**src/rtl/sstf_pkg.sv**
```systemverilog
package sstf_pkg;

  localparam int MAX_REQUESTS = 16;
  localparam int TRACK_COUNT  = 256;

  localparam int TRACK_W = 8;
  localparam int DIST_W  = 8;
  localparam int TOTAL_W = 12;
  localparam int IDX_W   = (MAX_REQUESTS > 1) ? $clog2(MAX_REQUESTS) : 1;
  localparam int CNT_W   = $clog2(MAX_REQUESTS + 1);

  localparam logic [DIST_W-1:0]  BEST_INIT = DIST_W'(TRACK_COUNT - 1);
  localparam logic [TOTAL_W-1:0] TOTAL_MAX = {TOTAL_W{1'b1}};
  localparam logic [CNT_W-1:0]   CNT_FULL  = CNT_W'(MAX_REQUESTS);

  typedef struct packed {
    logic [TRACK_W-1:0] request_track;
    logic               last;
  } req_t;

  typedef struct packed {
    logic [TRACK_W-1:0] served_track;
    logic [DIST_W-1:0]  move_distance;
    logic [TOTAL_W-1:0] total_seek;
    logic               last_result;
  } res_t;

  typedef struct packed {
    logic load;
    logic begin_batch;
    logic scan;
    logic emit;
  } ctrl_cmd_t;

  typedef struct packed {
    logic scan_done;
    logic batch_done;
  } ctrl_stat_t;

endpackage

```
**src/rtl/sstf_ctrl.sv**
```systemverilog
module sstf_ctrl
  import sstf_pkg::*;
(
  input  logic       clk,
  input  logic       rst,
  input  logic       start,
  input  logic       last,
  input  ctrl_stat_t stat,
  output ctrl_cmd_t  cmd,
  output logic       busy
);

  typedef enum logic [2:0] {
    S_IDLE = 3'b001,
    S_SCAN = 3'b010,
    S_EMIT = 3'b100
  } state_t;

  state_t state;
  state_t state_next;

  always_ff @(posedge clk) begin
    if (rst) begin
      state <= S_IDLE;
    end else begin
      state <= state_next;
    end
  end

  always_comb begin
    state_next      = state;
    cmd             = '0;
    busy            = 1'b1;
    unique case (state)
      S_IDLE: begin
        busy = 1'b0;
        if (start) begin
          cmd.load = 1'b1;
          if (last) begin
            cmd.begin_batch = 1'b1;
            state_next      = S_SCAN;
          end
        end
      end
      S_SCAN: begin
        cmd.scan = 1'b1;
        if (stat.scan_done) begin
          state_next = S_EMIT;
        end
      end
      S_EMIT: begin
        cmd.emit = 1'b1;
        if (stat.batch_done) begin
          state_next = S_IDLE;
        end else begin
          state_next = S_SCAN;
        end
      end
      default: begin
        state_next = S_IDLE;
      end
    endcase
  end

endmodule

```
**src/rtl/sstf_datapath.sv**
```systemverilog
module sstf_datapath
  import sstf_pkg::*;
(
  input  logic               clk,
  input  logic               rst,
  input  logic               cfg_we,
  input  logic [TRACK_W-1:0] cfg_data,
  input  req_t               request,
  input  ctrl_cmd_t          cmd,
  output ctrl_stat_t         stat,
  output res_t               result,
  output logic               result_valid
);

  logic [TRACK_W-1:0]      start_track;
  logic [TRACK_W-1:0]      store [MAX_REQUESTS];
  logic [MAX_REQUESTS-1:0] served;
  logic [CNT_W-1:0]        loaded_count;
  logic [IDX_W-1:0]        scan_idx;
  logic [IDX_W-1:0]        serve_idx;
  logic [IDX_W-1:0]        pick;
  logic [TRACK_W-1:0]      pick_track;
  logic [DIST_W-1:0]       best;
  logic [TRACK_W-1:0]      head;
  logic [TOTAL_W-1:0]      total;

  logic [TRACK_W-1:0]      cand;
  logic [DIST_W-1:0]       head_gap;
  logic                    better;
  logic [TOTAL_W:0]        sum;
  logic [TOTAL_W-1:0]      total_next;

  assign cand     = store[scan_idx];
  assign head_gap = (head >= cand) ? DIST_W'(head - cand) : DIST_W'(cand - head);
  assign better   = !served[scan_idx] && (head_gap <= best);

  assign sum        = {1'b0, total} + (TOTAL_W + 1)'(best);
  assign total_next = sum[TOTAL_W] ? TOTAL_MAX : sum[TOTAL_W-1:0];

  assign stat.scan_done  = ((CNT_W'(scan_idx) + CNT_W'(1)) == loaded_count);
  assign stat.batch_done = ((CNT_W'(serve_idx) + CNT_W'(1)) == loaded_count);

  always_ff @(posedge clk) begin
    if (cmd.load && (loaded_count < CNT_FULL)) begin
      store[loaded_count[IDX_W-1:0]] <= request.request_track;
    end
  end

  always_ff @(posedge clk) begin
    if (rst) begin
      start_track  <= '0;
      served       <= '0;
      loaded_count <= '0;
      result_valid <= 1'b0;
    end else begin
      result_valid <= cmd.emit;
      if (cfg_we) begin
        start_track <= cfg_data;
      end
      if (cmd.load && (loaded_count < CNT_FULL)) begin
        loaded_count <= loaded_count + CNT_W'(1);
      end
      if (cmd.begin_batch) begin
        served <= '0;
      end else if (cmd.emit) begin
        served[pick] <= 1'b1;
        if (stat.batch_done) begin
          served       <= '0;
          loaded_count <= '0;
        end
      end
    end
  end

  always_ff @(posedge clk) begin
    if (cmd.begin_batch) begin
      head      <= start_track;
      total     <= '0;
      scan_idx  <= '0;
      serve_idx <= '0;
      best      <= BEST_INIT;
      pick      <= '0;
    end else if (cmd.scan) begin
      scan_idx <= scan_idx + IDX_W'(1);
      if (better) begin
        best       <= head_gap;
        pick       <= scan_idx;
        pick_track <= cand;
      end
    end else if (cmd.emit) begin
      head                 <= pick_track;
      total                <= total_next;
      serve_idx            <= serve_idx + IDX_W'(1);
      scan_idx             <= '0;
      best                 <= BEST_INIT;
      result.served_track  <= pick_track;
      result.move_distance <= best;
      result.total_seek    <= total_next;
      result.last_result   <= stat.batch_done;
    end
  end

endmodule

```
**src/rtl/sstf_disk_scheduler.sv**
```systemverilog
// Load: one request transfer per cycle while busy is low; no result.
// Batch of N requests: after the transfer with last set, each result takes
// a scan of the N stored requests (one compared per cycle) and then a select
// state that registers the result; the scan restarts after each result.
// Busy stays high until the final result is selected. Synchronous reset
// clears the controller, the loaded count, served flags and start_track.
module sstf_disk_scheduler
  import sstf_pkg::*;
(
  input  logic               clk,
  input  logic               rst,
  input  logic               start,
  output logic               busy,
  input  req_t               request,
  input  logic               cfg_we,
  input  logic [TRACK_W-1:0] cfg_data,
  output res_t               result,
  output logic               result_valid
);

  ctrl_cmd_t  cmd;
  ctrl_stat_t stat;

  sstf_ctrl u_ctrl (
    .clk  (clk),
    .rst  (rst),
    .start(start),
    .last (request.last),
    .stat (stat),
    .cmd  (cmd),
    .busy (busy)
  );

  sstf_datapath u_datapath (
    .clk         (clk),
    .rst         (rst),
    .cfg_we      (cfg_we),
    .cfg_data    (cfg_data),
    .request     (request),
    .cmd         (cmd),
    .stat        (stat),
    .result      (result),
    .result_valid(result_valid)
  );

endmodule

```
**config.mk**
```make
export PLATFORM = sky130hd
export DESIGN_NAME = sstf_disk_scheduler
export DESIGN_NICKNAME = d
export VERILOG_FILES = /design/src/rtl/sstf_pkg.sv /design/src/rtl/sstf_ctrl.sv /design/src/rtl/sstf_datapath.sv /design/src/rtl/sstf_disk_scheduler.sv
export SDC_FILE = /design/constraint.sdc
export NUM_CORES = 1
export LEC_CHECK = 0
export BUFFER_PORTS_ARGS = -buffer_cell sky130_fd_sc_hd__clkbuf_2
export CORE_MARGIN = 1
export CORE_UTILIZATION = 60
export CTS_BUF_LIST = sky130_fd_sc_hd__clkbuf_8 sky130_fd_sc_hd__clkbuf_16
export CTS_CLUSTER_DIAMETER = 40
export DETAILED_ROUTE_END_ITERATION = 10
export GPL_TIMING_DRIVEN = 1
export PLACE_DENSITY = 0.75
export SLEW_MARGIN = 5
export SYNTH_ARGS = -nofsm -noshare
export SYNTH_HDL_FRONTEND = slang
export SYNTH_SLANG_ARGS = --single-unit
```
**constraint.sdc**
```tcl
create_clock -name clk -period 15 [get_ports clk]
set_clock_uncertainty 0.05 [all_clocks]
set_input_delay 3 -clock clk [delete_from_list [all_inputs] [get_ports clk]]
set_output_delay 3 -clock clk [all_outputs]
set_load 0.02 [all_outputs]
```
# Word-level counts from Yosys, hierarchy flattened
# Memory sizes are Yosys's and may differ from the RTL's. A register that Yosys moved wholly into a read port is not among the register bits.
# Index checks and enable logic that the tools add are counted.
# classes
order_cmp,6
n_eq_ne,10
reduce_logical,14
bitwise,3
n_addsub,8
muxes,34
# ops
cell,n
$mux 8,7
$mux 5,4
$mux 16,1
$mux 4,4
$or 16x16->16,1
$sub 8x8->8,2
$add 12x8->13,1
$mux 12,1
$add 4x1->5 const B,2
$eq 5x5->1,2
$lt 4x5->1 const B,2
$mux 3,3
$pmux 3 s3,1
$reduce_and 3->1,3
$add 4x1->4 const B,2
$ge 8x8->1,1
$le 8x8->1,1
$mux 1,8
$reduce_and 2->1,4
$mux 2,3
$ne 2x2->1 const B,3
$add 5x1->5 const B,1
$lt 5x5->1 const B,1
$bmux 1 s4,1
other kinds (11),16
# totals
inputBits,21
register_bits,110
memories,1
out_inout_bits,31
wordCells,92
ram_bits,128
# mem_list
name,words,word_bits,rd,rd_ports_with_merged_regs,wr,line,source
u_datapath.store,16,8,1,1,1,sstf_datapath.sv:16,logic [TRACK_W-1:0] store [MAX_REQUESTS];

# Logic depth before layout (Yosys ltp)
# Gate-level depths: netlist of the first run.
# logic_depth
word_depth,8
ltp_mapped,20
ltp_nobuf,17

# Modules after synthesis
# From an unflattened synthesis of the first run, not the netlist that was laid out.
# unflattened
cells_unflattened,751
area_unflattened_um2,10749.1
# modules_own_cells
module,area_each_um2,cells_each,n_inst,seq_area_each_um2
sstf_datapath,10576.4,732,1,6516.2
sstf_ctrl,172.7,19,1,60.1

# Least setup slack after synthesis of the first run
# No wires, ideal clock.
# synth_timing
path_type,reg-to-reg
from,register with a tool-made name
to,"register u_datapath.pick_track[0], enable pin"
path_stages_with_launch,20
setup_time_ns,0.324
slack_ns,9.733
arrival_time_ns,4.892
period_less_slack_ns,5.267
required_ns,14.626
n_path_buf,4
cell_sequence,dfxtp_1 -> clkbuf_1 -> buf_2 -> mux4_2 -> mux4_2 -> inv_1 -> ha_1 -> buf_2 -> a21o_1 -> a21o_1 -> a211oi_4 -> mux2_2 -> ha_1 -> nor2b_1 -> o211ai_1 -> a21oi_1 -> o22ai_1 -> nand3_4 -> buf_6 -> inv_1
# synth_rtl
item,line,source
"end signal, assigned",sstf_datapath.sv:88,pick_track <= cand;
"end, declared",sstf_datapath.sv:22,logic [TRACK_W-1:0] pick_track;

==> out/metrics.csv, run 1 <==
metric,value,unit
status,finished clean,
met1_length,9010,um
synth_ff_type,edfxtp_1,
slowest_stage,dfxtp_2,
synthTopCellsByCount,"173 x edfxtp_1, 69 x dfxtp_1, 63 x nor2_1",
numPortBuffers,51,
finalCriticalPeriod,5980,ps
wl_met2,11700,um
place_area,11000,um^2
top_layer_used,met4,
hold_path.class,flop to flop,
start_util,0.615,
post_cts_resized,0,
end_kind,flop,
synth.largest_area_cell,edfxtp_1,
n_antenna_cell,0,
grt-ovfl-total,0,
vias,6577,
h-tree-depth,1,
max_freq,167,MHz
die_area,18300,um^2
synth_edf_count,173,
cts_root_buffer,clkbuf_16,
die_h,135,um
multi_input_area,3760,um^2
critical_path_required,15160,ps
antenna_found_initial,0,
syn-cell-area,10600,um^2
path_buf_inv,3,
detail-route-antenna-nets,0,
cts.sinks,242,
drc_errors,0,
fin_nets,876,
cts_setup_buffers,0,
synthToLayoutAreaGrowth,13.9,%
synth-seq-cells,242,
finalCoreUtilization,0.701,
fillers,1136,
drv_cap,0,
power.leakage,0.00449,uW
worst_path_largest_cell_delay,660,ps
grt_max_degree,52,
place_inst,1007,
insertion_delay,560,ps
yosys.cell_count.top_type,edfxtp_1,
ys_async_sr_fraction,0,
seq_area_frac_synth,0.618,
syn_avg_cell_area,13.9,um^2
dp_hpwl,14400,um
synthDistinctLibCells,69,
drive_above_1_share,0.199,
gp_congestion,0.941,
cts_max_path_buffers,3,
drt_pass1_iterations,8,
coreArea,17300,um^2
grt_pass1_wl,35600,um
num_rows,48,
io_pins,52,
tritoncts,yes,
clk_pin_slew_worst_paths,60,ps
crit_family,compound AO/OA/AOI/OAI gates,
setup_violations,0,
fin_area,12100,um^2
finalCritPeriodShare,0.399,
wl_per_cell,21.4,um
grt_pass1_vias,6537,
grt_use_total,0.260,
seq_area,6580,um^2
syn-num-nets,829,
slew_violations,0,
critPathLaunchType,flop,
cts_hold_buf,0,
ys_warn_count,0,
synthCells,768,
maxSlewHeadroom,0.266,
p_per_area,132,nW/um^2
synth_top_cells_by_area,"edfxtp_1 49%, dfxtp_1 13%, mux4_2 8.7%",
dieWidth,135,um
dr_wl_met3,1430,um
hold_violations,0,
finalSetupTns,0,ps
min-delay-start,u_datapath.pick_track[3],
drtIter0Drc,549,
viasPerCell,6.18,
cts_buffers,30,
yosysTopAreaCellShare,0.488,
rsz0062_at_grt,false,
path_max_fanout,19,
path_cells,"buf_12, mux4_2, mux4_2, inv_1, ha_1, a21o_1, a21o_1, a211oi_4, mux2i_1, xor2_1, ha_1, a21oi_1, o21ai_0, o22ai_1, nand3_4, inv_1",
critical_path_class,flop to flop,
layoutNonFillerInstCount,1064,
totalWireLength,22800,um
crit_arrival,6140,ps
vdd_drop_max,0.000121,V
worst_pin_slew,1100,ps
-- final timing paths --
kind / end / slack [ps] / depth (start not counted)
max: u_datapath.pick_track[1] / 9020 / 16
max reg2reg: u_datapath.pick_track[1] / 9020 / 16
min: u_datapath.result[24] / 390 / 0
min reg2reg: u_datapath.result[24] / 390 / 0
-- metal layers --
layer / global-route usage / up-vias
met5: 0 / -
met4: 0.0936 / 0
met3: 0.0423 / 60
met2: 0.452 / 298
met1: 0.330 / 3228
li1: - / 2991
-- cell usage in the layout, fill, tap and decap left out, types with 7 or more instances in the layout --
| cell type | instances |
|---|---|
| nand2_1 | 61 |
| clkbuf_2 | 51 |
| o21a_1 | 13 |
| dfxtp_1 | 68 |
| inv_1 | 38 |
| mux2i_1 | 20 |
| nand3_1 | 11 |
| xnor2_1 | 13 |
| nor2_1 | 63 |
| a31oi_1 | 12 |
| a21o_1 | 9 |
| ha_1 | 37 |
| a21oi_1 | 33 |
| nand2b_1 | 10 |
| nand4_1 | 7 |
| o21ai_0 | 19 |
| edfxtp_1 | 173 |
| clkbuf_16 | 31 |
| mux4_2 | 41 |
-- cell type report --
class | instances | area share
clock buffer | 31 | 0.0640
clock inverter | 25 | 0.0246
inverter | 38 | 0.0118
sequential | 242 | 0.543
timing repair buffer | 53 | 0.0233
tap | 225 | 0.0232
multi-input combinational | 450 | 0.310
-- flip-flops by register name, summed over array words and instances, names as in the netlist, named ones only --
register,flops
u_ctrl.state,3
u_datapath.total,12
u_datapath.head,8
u_datapath.pick_track,8
u_datapath.loaded_count,5
u_datapath.store,128
u_datapath.serve_idx,4
u_datapath.pick,4
u_datapath.result,29
u_datapath.best,8
u_datapath.result_valid,1
u_datapath.served,16
u_datapath.start_track,8
u_datapath.scan_idx,4
-- kinds of logic after synthesis --
kind of cell | synth area share
AO/OA/AOI/OAI | 0.0887
adder cells (fa/ha/maj) | 0.0501
buffers and inverters | 0.0300
flip-flops | 0.618
XOR/XNOR | 0.0156
AND/OR/NAND/NOR | 0.0812
multiplexers | 0.116
-- through the flow --
| stage | setup WS [ps] | hold slack (ps) | power [uW] |
|---|---|---|---|
| floorplan | 9730 | 376 | 831 |
| global placement | 9010 | 388 | 858 |
| detailed placement | 8830 | 384 | 864 |
| CTS | 8720 | 390 | 1610 |
| global route | 8720 | 399 | 1650 |
| finish | 9020 | 389 | 1600 |
-- where the power goes --
group	switching, uW	internal [uW]	leakage, uW	total [uW]
clock	296	455	0.000530	752
sequential	7.82	726	0.00212	734
combinational	71.0	47.5	0.00184	119
Power figures use the tool's default switching activity.
==> run 2, diff against run 1 <==
CORE_UTILIZATION = 55   (was 60)
PLACE_DENSITY = 0.73   (was 0.75)
clock period = 4.8 ns   (was 15 ns; I/O delays follow)
==> out/metrics.csv, run 2 (same netlist as run 1, synthesis figures left out) <==
metric,value,unit,change
status,finished clean,,
coreArea,18800,um^2,+8.9%
r2r_cells,17,,+1
wl_per_cell,20.3,um,-5.1%
numPortBuffers,51,,unchanged
start_util,0.565,,-0.0501
place_inst,1061,,+5.4%
die_area,19900,um^2,+9.0%
io_pins,52,,unchanged
critical_path_required,4980,ps,"-10,180 ps"
max_freq,211,MHz,+26%
layout_commonest_cell,edfxtp_1,,
maxSlewHeadroom,0.232,,-0.0343
path_max_fanout,8,,-11
drv_cap,0,,unchanged
vias,6682,,+1.6%
critical_path_class,flop to flop,,
n_antenna_cell,0,,unchanged
grt_max_degree,51,,-1.9%
drc_errors,0,,unchanged
min_to,u_datapath.result[21],,
gp_congestion,0.904,,-3.9%
hold_violations,0,,unchanged
layoutNonFillerInstCount,1131,,+6.3%
power.leakage,0.00460,uW,+2.4%
multi_input_area,3960,um^2,+5.3%
die_h,141,um,+4.4%
regToRegEndpoint,u_datapath.pick_track[0],,
num_rows,50,,+4.2%
end_kind,flop,,
r2r_setup_slack,50,ps,-8970 ps
cts_buffers,31,,+3.3%
drtIter0Drc,442,,-19%
totalWireLength,23000,um,+0.83%
crit_arrival,4930,ps,-1210 ps
synthToLayoutAreaGrowth,18.6,%,
worst_pin_slew,1150,ps,+51.2 ps
viasPerCell,5.91,,-4.4%
drive_above_1_share,0.258,,+0.0593
finalCoreUtilization,0.670,,-0.0308
h-tree-depth,1,,unchanged
detail-route-antenna-nets,0,,unchanged
dp_hpwl,14900,um,+3.6%
setup_violations,0,,unchanged
grt-ovfl-total,0,,unchanged
tritoncts,yes,,
fillers,1278,,+13%
drt_pass1_iterations,7,,-1
whs_path_depth,0,,unchanged
grt_pass1_vias,6643,,+1.6%
cts.sinks,242,,unchanged
antenna_found_initial,0,,unchanged
dieWidth,141,um,+4.4%
insertion_delay,540,ps,-20 ps
hold_path.class,flop to flop,,
vdd_drop_max,0.000304,V,+150%
cts_root_buffer,clkbuf_16,,
grt_pass1_wl,35200,um,-1.1%
rsz0062_at_grt,true,,
finalCritPeriodShare,0.990,,+0.591
grt_use_total,0.234,,-0.0259
p_per_area,392,nW/um^2,+200%
cts_max_path_buffers,3,,unchanged
largest_reg_flops,128,,unchanged
fin_nets,908,,+3.7%
finalCriticalPeriod,4750,ps,-1230 ps
seq_area,6580,um^2,about the same
slew_violations,0,,unchanged
final_cell_mix,"173 x edfxtp_1, 68 x dfxtp_1, 63 x nor2_1",,
min-delay-start,u_datapath.pick_track[0],,
critPathLaunchType,flop,,
clk_pin_slew_worst_paths,60,ps,about the same
## run 2: changes by cell type in the layout (fill, tap and decap cells not counted), moves of 4 or more
cell | previous run | this run
a21oi_1 | 33 | 28
clkinvlp_4 | 1 | 8
a21oi_2 | 0 | 4
ha_1 | 37 | 29
ha_4 | 0 | 7
buf_4 | 1 | 24
## run 2: through the flow
| step | power (uW) | setup TNS (ps) | instance area [um^2] | worst slack (ps) | hold WS (ps) |
|---|---|---|---|---|---|
| 4_1_cts | 4890 | 0 | 12300 | 26.0 | 410 |
| 5_1_grt | 5110 | -969 | 12600 | -75.7 | 416 |
| 3_3_place_gp | 2710 | 0 | 11200 | 109 | 384 |
| 6_report | 4950 | 0 | 12600 | 50.0 | 406 |
| 2_1_floorplan | 2600 | 0 | 10700 | 3.47 | 376 |
| 3_5_place_dp | 2730 | -450 | 11200 | -43.3 | 397 |
## run 2: how the worst max path moves through the flow
| stage | start | cells after the start | end | slack (ps) |
|---|---|---|---|---|
| final | flop | 17 | u_datapath.pick_track[0] | 50 |
| after global routing | flop | 17 | u_datapath.pick_track[0] | -80 |
| after CTS | flop | 17 | u_datapath.pick_track[0] | 30 |
| after detailed placement | flop | 16 | u_datapath.pick_track[3] | -40 |
| after global placement | flop | 17 | u_datapath.pick_track[4] | 110 |
| after floorplan | flop | 19 | u_datapath.pick_track[0] | 3 |
## run 2: cell type report
class | instances | share of cell area
inverter | 38 | 0.0116
clock inverter | 26 | 0.0176
sequential | 242 | 0.522
multi-input combinational | 450 | 0.314
clock buffer | 31 | 0.0615
tap | 260 | 0.0258
timing repair buffer | 84 | 0.0481
## run 2: layer usage
| layer | wire, um | vias to the layer above | track usage | part of all wire |
|---|---|---|---|---|
| met5 | 0 | - | 0 | 0 |
| met4 | 749 | 0 | 0.0830 | 0.033 |
| met3 | 1260 | 57 | 0.0346 | 0.055 |
| met2 | 11400 | 247 | 0.400 | 0.50 |
| met1 | 9560 | 3313 | 0.305 | 0.42 |
| li1 | - | 3065 | - | - |
## run 2: report_power, final
part	switching, uW	internal, uW	leakage [uW]
registers	23.5	2270	0.00212
logic	266	229	0.00200
clock network	907	1260	0.000480
## run 2: critical path, stage by stage (launching register included)
cell	delay, ps
dfxtp_4	460
buf_12	170
mux4_2	500
mux4_2	530
inv_2	90
ha_4	200
a21o_1	190
a21o_1	180
a211oi_4	270
buf_6	170
mux2i_2	240
xor2_1	260
ha_1	300
nand4_1	160
a21oi_2	60
o22ai_2	230
nand3_4	120
clkinvlp_4	230
## run 2: timing repair
action	in CTS	in global routing
hold buffers	0	0
gates resized for setup	3	42
buffers inserted	3	8
pin swaps	3	19
setup endpoints to repair	18	20
cloned	1	2
